--- config.mk ---
export PLATFORM = sky130hd
export DESIGN_NAME = interval_range_map_core
export DESIGN_NICKNAME = d
export VERILOG_FILES = /design/src/hw/rtl/irm_pkg.sv /design/src/hw/rtl/irm_engine.sv /design/src/hw/rtl/interval_range_map_core.sv
export SDC_FILE = /design/constraint.sdc
export NUM_CORES = 2
export LEC_CHECK = 0
export ABC_AREA = 1
export ABC_CLOCK_PERIOD_IN_PS = 6300
export BUFFER_PORTS_ARGS = -buffer_cell sky130_fd_sc_hd__buf_2
export CORE_MARGIN = 1.5
export CORE_UTILIZATION = 57
export DETAILED_ROUTE_END_ITERATION = 8
export PLACE_DENSITY = 0.76
export RECOVER_POWER = 100
export SYNTH_ARGS = -nofsm -noshare
export SYNTH_HDL_FRONTEND = slang
export SYNTH_SLANG_ARGS = --single-unit
export TNS_END_PERCENT = 30
--- constraint.sdc ---
create_clock -name clk_i -period 6.3 [get_ports clk_i]
set_input_delay 0.63 -clock clk_i [delete_from_list [all_inputs] [get_ports clk_i]]
set_output_delay 0.63 -clock clk_i [all_outputs]
set_load 0.005 [all_outputs]
--- src/hw/rtl/irm_pkg.sv ---
// shared types and constants for the interval range map
package irm_pkg;

  localparam int unsigned CapacityDef  = 64;
  localparam int unsigned KeyBitsDef   = 32;
  localparam int unsigned ValueBitsDef = 8;

  typedef enum logic [1:0] {
    ST_DONE  = 2'd0,
    ST_EMPTY = 2'd1,
    ST_FULL  = 2'd2
  } irm_status_e;

  typedef enum logic [2:0] {
    S_IDLE,
    S_SCAN,
    S_MOVE,
    S_WR_START,
    S_WR_END,
    S_RESULT
  } irm_state_e;

endpackage

--- src/hw/rtl/irm_engine.sv ---
// breakpoint table memory with scan, shift and insert sequencer
module irm_engine #(
  parameter int unsigned CAPACITY   = irm_pkg::CapacityDef,
  parameter int unsigned KEY_BITS   = irm_pkg::KeyBitsDef,
  parameter int unsigned VALUE_BITS = irm_pkg::ValueBitsDef
) (
  input  logic                  clk_i,
  input  logic                  rst_ni,
  input  logic                  start_i,
  input  logic                  mode_i,
  input  logic [KEY_BITS-1:0]   key_begin_i,
  input  logic [KEY_BITS-1:0]   key_end_i,
  input  logic [VALUE_BITS-1:0] value_i,
  input  logic [VALUE_BITS-1:0] default_value_i,
  output logic                  idle_o,
  output logic                  res_valid_o,
  input  logic                  res_take_i,
  output logic [VALUE_BITS-1:0] res_value_o,
  output irm_pkg::irm_status_e  res_status_o
);
  import irm_pkg::*;

  localparam int unsigned IdxW  = (CAPACITY > 1) ? $clog2(CAPACITY) : 1;
  localparam int unsigned CntW  = $clog2(CAPACITY + 1);
  localparam int unsigned DW    = CntW + 2;
  localparam int unsigned WordW = KEY_BITS + VALUE_BITS;
  localparam logic [CntW:0] CapN = (CntW + 1)'(CAPACITY);

  logic [WordW-1:0] mem [CAPACITY];
  logic [WordW-1:0] rdata_q;

  irm_state_e state_q, state_d;
  logic                  mode_q;
  logic [KEY_BITS-1:0]   kb_q, ke_q;
  logic [VALUE_BITS-1:0] v_q, prev_q, lkval_q, endv_q, res_value_q;
  irm_status_e           res_status_q;
  logic [CntW-1:0]       count_q, rd_idx_q, lo_q, hi_q, n_q, mv_idx_q, mv_left_q;
  logic                  pend_q, s_q, e_q;
  logic [IdxW-1:0]       pend_addr_q;
  logic signed [DW-1:0]  delta_q;

  logic                  ren, wen;
  logic [IdxW-1:0]       raddr, waddr;
  logic [WordW-1:0]      wdata;

  logic [KEY_BITS-1:0]   rd_key;
  logic [VALUE_BITS-1:0] rd_val;
  logic                  scan_end, s_c, e_c, full_c, move_end;
  logic [CntW:0]         n_c;
  logic signed [DW-1:0]  delta_c, waddr_w;

  assign rd_key = rdata_q[WordW-1:VALUE_BITS];
  assign rd_val = rdata_q[VALUE_BITS-1:0];

  // plan of the rewrite, valid at the end of the scan
  assign scan_end = (state_q == S_SCAN) && (rd_idx_q == count_q) && !pend_q;
  assign s_c      = (prev_q != v_q);
  assign e_c      = (endv_q != v_q);
  assign n_c      = {1'b0, count_q} - {1'b0, hi_q} + {1'b0, lo_q}
                    + (CntW + 1)'(s_c) + (CntW + 1)'(e_c);
  assign full_c   = n_c > CapN;
  assign delta_c  = DW'(s_c) + DW'(e_c) - DW'(hi_q) + DW'(lo_q);
  assign move_end = (mv_left_q == '0) && !pend_q;
  assign waddr_w  = DW'(pend_addr_q) + delta_q;

  always_ff @(posedge clk_i) begin
    if (ren) begin
      rdata_q <= mem[raddr];
    end
    if (wen) begin
      mem[waddr] <= wdata;
    end
  end

  // next state
  always_comb begin
    state_d = state_q;
    case (state_q)
      S_IDLE: begin
        if (start_i) begin
          if (mode_i && !($signed(key_begin_i) < $signed(key_end_i))) state_d = S_RESULT;
          else state_d = S_SCAN;
        end
      end
      S_SCAN: begin
        if (scan_end) begin
          if (!mode_q || full_c) state_d = S_RESULT;
          else state_d = S_MOVE;
        end
      end
      S_MOVE:     if (move_end) state_d = S_WR_START;
      S_WR_START: state_d = S_WR_END;
      S_WR_END:   state_d = S_RESULT;
      S_RESULT:   if (res_take_i) state_d = S_IDLE;
      default:    state_d = S_IDLE;
    endcase
  end

  // memory port control
  always_comb begin
    ren   = 1'b0;
    raddr = '0;
    wen   = 1'b0;
    waddr = '0;
    wdata = '0;
    case (state_q)
      S_SCAN: begin
        ren   = rd_idx_q < count_q;
        raddr = rd_idx_q[IdxW-1:0];
      end
      S_MOVE: begin
        ren   = mv_left_q != '0;
        raddr = mv_idx_q[IdxW-1:0];
        wen   = pend_q;
        waddr = waddr_w[IdxW-1:0];
        wdata = rdata_q;
      end
      S_WR_START: begin
        wen   = s_q;
        waddr = lo_q[IdxW-1:0];
        wdata = {kb_q, v_q};
      end
      S_WR_END: begin
        wen   = e_q;
        waddr = IdxW'(lo_q + CntW'(s_q));
        wdata = {ke_q, endv_q};
      end
      default: ;
    endcase
  end

  always_ff @(posedge clk_i or negedge rst_ni) begin
    if (!rst_ni) begin
      state_q  <= S_IDLE;
      count_q  <= '0;
      pend_q   <= 1'b0;
      rd_idx_q <= '0;
      mv_left_q <= '0;
    end else begin
      state_q <= state_d;
      case (state_q)
        S_IDLE: begin
          if (start_i) begin
            mode_q   <= mode_i;
            kb_q     <= key_begin_i;
            ke_q     <= key_end_i;
            v_q      <= value_i;
            prev_q   <= default_value_i;
            lkval_q  <= default_value_i;
            endv_q   <= default_value_i;
            lo_q     <= '0;
            hi_q     <= '0;
            rd_idx_q <= '0;
            pend_q   <= 1'b0;
            res_value_q  <= '0;
            res_status_q <= ST_EMPTY;
          end
        end
        S_SCAN: begin
          pend_q <= ren;
          if (ren) rd_idx_q <= rd_idx_q + 1'b1;
          if (pend_q) begin
            if ($signed(rd_key) < $signed(kb_q)) begin
              lo_q   <= lo_q + 1'b1;
              prev_q <= rd_val;
            end
            if ($signed(rd_key) <= $signed(kb_q)) lkval_q <= rd_val;
            if ($signed(rd_key) <= $signed(ke_q)) begin
              hi_q   <= hi_q + 1'b1;
              endv_q <= rd_val;
            end
          end
          if (scan_end) begin
            s_q     <= s_c;
            e_q     <= e_c;
            n_q     <= n_c[CntW-1:0];
            delta_q <= delta_c;
            mv_left_q <= (delta_c == '0) ? '0 : count_q - hi_q;
            mv_idx_q  <= (delta_c > 0) ? count_q - 1'b1 : hi_q;
            if (!mode_q) begin
              res_value_q  <= lkval_q;
              res_status_q <= ST_DONE;
            end else begin
              res_value_q  <= '0;
              res_status_q <= full_c ? ST_FULL : ST_DONE;
            end
          end
        end
        S_MOVE: begin
          pend_q <= ren;
          if (ren) begin
            pend_addr_q <= mv_idx_q[IdxW-1:0];
            mv_left_q   <= mv_left_q - 1'b1;
            mv_idx_q    <= (delta_q > 0) ? mv_idx_q - 1'b1 : mv_idx_q + 1'b1;
          end
        end
        S_WR_END: count_q <= n_q;
        default: ;
      endcase
    end
  end

  assign idle_o       = state_q == S_IDLE;
  assign res_valid_o  = state_q == S_RESULT;
  assign res_value_o  = res_value_q;
  assign res_status_o = res_status_q;

endmodule

--- src/hw/rtl/interval_range_map_core.sv ---
// top level of the interval range map: handshakes, config register, result register
//
// channel   direction  handshake               payload
// in        input      in_valid_i / in_stall_o  mode_i key_begin_i key_end_i value_i
// out       output     out_valid_o / out_stall_i read_value_o status_o
// cfg       input      apb write, pready high   default_value at offset 0
//
// one item at a time; a lookup reads the breakpoints one by one, bound by the single
// read port walking the breakpoint memory; an assign that fits also moves each
// breakpoint above the range when the fill count changes, then up to two insert writes
// reset empties the table at once through the fill count, no clearing pass
// one result can wait in the output register while the next item runs; a second
// finished result held by a stalled output keeps the input stalled
module interval_range_map_core #(
  parameter int unsigned CAPACITY   = irm_pkg::CapacityDef,
  parameter int unsigned KEY_BITS   = irm_pkg::KeyBitsDef,
  parameter int unsigned VALUE_BITS = irm_pkg::ValueBitsDef,
  localparam int unsigned DataW = (VALUE_BITS > 32) ? 64 : 32,
  localparam int unsigned AddrW = (VALUE_BITS > 32) ? 4 : 3
) (
  input  logic                  clk_i,
  input  logic                  rst_ni,
  input  logic                  in_valid_i,
  output logic                  in_stall_o,
  input  logic                  mode_i,
  input  logic [KEY_BITS-1:0]   key_begin_i,
  input  logic [KEY_BITS-1:0]   key_end_i,
  input  logic [VALUE_BITS-1:0] value_i,
  output logic                  out_valid_o,
  input  logic                  out_stall_i,
  output logic [VALUE_BITS-1:0] read_value_o,
  output logic [1:0]            status_o,
  input  logic                  psel,
  input  logic                  penable,
  input  logic                  pwrite,
  input  logic [AddrW-1:0]      paddr,
  input  logic [DataW-1:0]      pwdata,
  output logic [DataW-1:0]      prdata,
  output logic                  pready
);
  import irm_pkg::*;

  logic [VALUE_BITS-1:0] default_q;
  logic                  eng_idle, res_valid, res_take, in_xfer;
  logic [VALUE_BITS-1:0] res_value;
  irm_status_e           res_status;
  logic                  out_valid_q;
  logic [VALUE_BITS-1:0] read_value_q;
  irm_status_e           status_q;

  // config register at offset 0, aliased over offsets with the top address bit clear; offsets with it set read as zero
  assign pready = 1'b1;
  always_ff @(posedge clk_i or negedge rst_ni) begin
    if (!rst_ni) begin
      default_q <= '0;
    end else if (psel && penable && pwrite && !paddr[AddrW-1]) begin
      default_q <= pwdata[VALUE_BITS-1:0];
    end
  end
  assign prdata = paddr[AddrW-1] ? '0 : DataW'(default_q);

  // input transfer only while the sequencer is idle
  assign in_stall_o = !eng_idle;
  assign in_xfer    = in_valid_i && !in_stall_o;

  irm_engine #(
    .CAPACITY  (CAPACITY),
    .KEY_BITS  (KEY_BITS),
    .VALUE_BITS(VALUE_BITS)
  ) u_engine (
    .clk_i,
    .rst_ni,
    .start_i        (in_xfer),
    .mode_i,
    .key_begin_i,
    .key_end_i,
    .value_i,
    .default_value_i(default_q),
    .idle_o         (eng_idle),
    .res_valid_o    (res_valid),
    .res_take_i     (res_take),
    .res_value_o    (res_value),
    .res_status_o   (res_status)
  );

  // output register; refills in the cycle the old result leaves
  assign res_take = res_valid && (!out_valid_q || !out_stall_i);

  always_ff @(posedge clk_i or negedge rst_ni) begin
    if (!rst_ni) begin
      out_valid_q <= 1'b0;
    end else if (res_take) begin
      out_valid_q <= 1'b1;
    end else if (!out_stall_i) begin
      out_valid_q <= 1'b0;
    end
  end

  always_ff @(posedge clk_i) begin
    if (res_take) begin
      read_value_q <= res_value;
      status_q     <= res_status;
    end
  end

  assign out_valid_o  = out_valid_q;
  assign read_value_o = read_value_q;
  assign status_o     = status_q;

  // an accepted item keeps the input closed in the next cycle
  a_busy_after_xfer: assert property (@(posedge clk_i) disable iff (!rst_ni)
    in_xfer |=> in_stall_o)
    else $error("input open right after a transfer");

  // only defined status codes leave the block
  a_status_code: assert property (@(posedge clk_i) disable iff (!rst_ni)
    out_valid_o |-> (status_o == ST_DONE || status_o == ST_EMPTY || status_o == ST_FULL))
    else $error("undefined status code");

  // non-done results carry a zero value
  a_zero_value: assert property (@(posedge clk_i) disable iff (!rst_ni)
    (out_valid_o && status_o != ST_DONE) |-> (read_value_o == '0))
    else $error("nonzero value with error status");

endmodule
==> metrics.md <==
| Metric | Value |
|---|---|
| Final min period | 5720 ps |
| Period utilization | 0.907 |
| Post-synth EDFFs | 2761 |
| TritonCTS Buffers | 291 |
| First-pass GRT wire length | 486000 um |
| H-tree depth | 5 |
| TNS Setup | 0 ps |
| Clk_skew | 63.3 ps |
| Die area | 0.214 sq mm |
| Dpl ws | 1350 ps |
| Sequential-to-total area share from yosys stat | 0.696 |
| Total Routing Usage GR | 0.302 |
| Final WS setup | 583 ps |
| Gpl congestion | 0.895 |
| Post-detailed-routing wire length | 330000 um |
| Clock Latency Late Sink | 960 ps |
| Vias | 81.8k |
| Setup-failing EPs final | 0 |
| Design area | 0.134 sq mm |
| Starting Density | 0.574 |
| Critical Path Fanout Max | 109 |
| Layout Area Growth over Synthesis | 10.9% |
| Layout cell share with drive strength beyond 1 | 0.0645 |
| TritonCTS clock tree | yes |
| Initial antenna violation count | 10 |
| Maximum VDD drop | 0.586 mV |
| Chip Height | 463 um |
| RSZ-0062 raised after global routing | no |
| Worst EP required | 7050 ps |
| Largest net degree at the start of global routing | 197 |
| Rel. slew slack | -1.52 |
| Residual DRC | 0 |
| Total gr overflow | 0 |
| Post-cts resize count | 0 |
| Root buffer cell | clkbuf_16 |
| Placement Cell Area | 0.125 sq mm |
| Initial DRC count | 12.3k |
| Row cnt | 168 |
| Failing checks | max-capacitance violations, max-slew violations |
| Nature of the critical path startpoint | register |
| Yosys cell types | 47 |
| Ys async rst share | 0.0122 |
| # port buffers | 108 |
| Worst setup path class | reg -> reg |
| Power per Cell Area | 471 mW/mm^2 |
| Leakage power | 49.6 nW |
| Status | finished, violations left |
| CTS sink count | 2795 |
| Hold Violations, Final | 0 |
| Via density | 6.14 |
| Worst path arrival time | 6470 ps |
| Clock buffer depth | 4 |
| Core area | 0.210 sq mm |
| 1st-pass router iterations | 9 |
| Clk pin slew, worst setup/hold paths | 60 ps |
| Pins over their slew limit | 1261 |
| Hold Path Class | in -> reg |
| # nets final | 10.6k |
| Crit. End Element | register |
| Ports | 160 |
| FILL cells | 14.9k |
| Average wire per cell in the routed design | 24.7 um |
| Synth Register Bits | 2795 |
| Die width | 463 um |
| Final ANT Viol Nets | 0 |
| Max_cap viols | 26 |
| Slew @ Worst Pin | 3780 ps |
| Synth warn | 0 |
| Vias in the first global route | 79.1k |
| Cells after synthesis | 10.2k |
| Syn avg cell area | 11.8 sq um |
| Mapped Area | 0.120 sq mm |
| Dpl hpwl | 172000 um |
| Fmax | 0.175 GHz |
| Ys flop type | edfxtp_1 |
[metrics by stage]
step,cells,hold WS [ps],power [W],util
floorplan,10300,334,0.0393,-
global placement,12700,402,0.0455,0.595
detailed placement,12700,405,0.0462,0.595
CTS,13300,0.136,0.0624,0.640
global route,13300,47.2,0.0657,0.637
finish,13300,61.0,0.0629,0.637
[metal layers]
metal  up-vias  wire [um]  track usage
met5         -         28            0
met4         4      16400        0.141
met3      1024      39600       0.0625
met2      5430     155000        0.486
met1     39100     118000        0.395
li1      36300          -            -
[repair_timing]
item | 4_1_cts | 5_1_grt
endpoints found under the hold margin | 107 | 0
buffers inserted | 0 | 0
hold buffers | 74 | 0
[sequential cells by signal, indices dropped and copies added (netlist names), 8 cells and up]
| name | flops |
|---|---|
| u_engine.v_q | 8 |
| default_q | 8 |
| u_engine.endv_q | 8 |
| u_engine.delta_q | 9 |
| u_engine.prev_q | 8 |
| u_engine.res_value_o | 8 |
| u_engine.ke_q | 32 |
| u_engine.rdata_q | 40 |
| u_engine.mem | 2560 |
| u_engine.kb_q | 32 |
| read_value_o | 8 |
| u_engine.lkval_q | 8 |
[cells in the mapped netlist, types with 2 or more instances]
cell type	count	area share
clkinv_1	2	0.000062
nor4_1	7	0.00036
a21boi_0	2	0.00012
nand4_1	19	0.00099
edfxtp_1	2761	0.69
inv_1	1235	0.038
conb_1	2	0.000062
nand3b_1	84	0.0052
buf_2	289	0.012
nand2_1	2174	0.068
buf_4	83	0.0052
ha_1	153	0.016
a21o_1	2	0.00012
a31oi_1	6	0.00031
o211ai_1	812	0.051
o31ai_1	2	0.00012
nor3_1	34	0.0014
fa_1	14	0.0023
buf_1	59	0.0018
o22ai_2	2	0.00021
or2_2	7	0.00036
inv_2	8	0.00025
nor2_4	2	0.00019
dfrtp_1	34	0.0071
a22oi_1	3	0.00019
o21ai_0	133	0.0055
a21oi_1	172	0.0071
nor2_1	160	0.0050
and3_1	2	0.00010
o21a_1	5	0.00031
o22ai_1	2	0.00010
buf_6	2	0.00019
clkbuf_1	218	0.0068
xnor2_1	11	0.00080
nor3b_1	3	0.00019
nand2_2	2	0.00010
xor2_1	26	0.0019
nand3_1	1666	0.069
o221ai_1	32	0.0023
[layout make-up]
class | count | area, sq um | area share
Multi-Input combinational cell | 5570 | 29600 | 0.221
Sequential cell | 2795 | 83800 | 0.627
Timing Repair Buffer | 408 | 3220 | 0.0241
Inverter | 1245 | 4710 | 0.0353
Tap cell | 2805 | 3510 | 0.0263
Clock inverter | 134 | 1120 | 0.00841
Antenna cell | 4 | 10.0 | 0.0000749
Clock buffer | 360 | 7690 | 0.0576
[cells by family after synthesis]
family / count (synthesis) / share of synthesized area
AOI/OAI and AO/OA: 1177 / 0.0674
xor gates and xnor gates: 37 / 0.00269
adders and majority gates: 167 / 0.0182
buffers and inverters: 1896 / 0.0648
DFF: 2795 / 0.696
other: 2 / 0.0000624
and+or+nand+nor: 4164 / 0.151
[critical path: stages, from the launching register on]
cell,delay [ps]
dfrtp_1,400
inv_1,160
nand2_1,140
nor2_4,540
inv_1,630
buf_4,410
o22ai_2,770
clkinv_8,540
buf_12,410
nand3_1,290
nand3_1,130
nand3_1,140
nand3_1,390
nand2_1,220
[worst paths after layout]
path / from / end / slack, ps / cells after the start
worst max-delay path: u_engine.state_q[2] / u_engine.rdata_q[28] / 580 / 13
max in group asynchronous: rst_ni / u_engine.count_q[5] / 4320 / 2
worst max register to register: u_engine.state_q[2] / u_engine.rdata_q[28] / 580 / 13
worst min register to register: u_engine.res_status_o[1] / status_o[1] / 420 / 0
min in group asynchronous: rst_ni / default_q[1] / 840 / 2
worst min-delay path: pwdata[6] / default_q[6] / 60 / 3
[placed cells by master, fill, tap and decap left out, types with 25 or more instances in the layout]
cell type         n
clkbuf_16       298
o211ai_1        812
nor3_1           34
inv_1          1235
conb_1           25
nand2_1        2174
nand3b_1         84
dfrtp_1          34
o21ai_0         133
buf_12           42
clkbuf_1        178
edfxtp_1       2761
buf_4           121
clkinv_1         59
dlygate4sd3_1    74
nor2_4           42
nand3_1        1667
clkbuf_2         34
clkinv_2         48
nor2_1          118
xor2_1           26
a21oi_1         172
ha_1            153
[report_power, final]
part	switching, W	internal, W
clock	0.00688	0.00940
sequential	0.000400	0.0236
combinational	0.0167	0.00597
total	0.0240	0.0389
No activity file was read; power rests on OpenSTA's default activity.
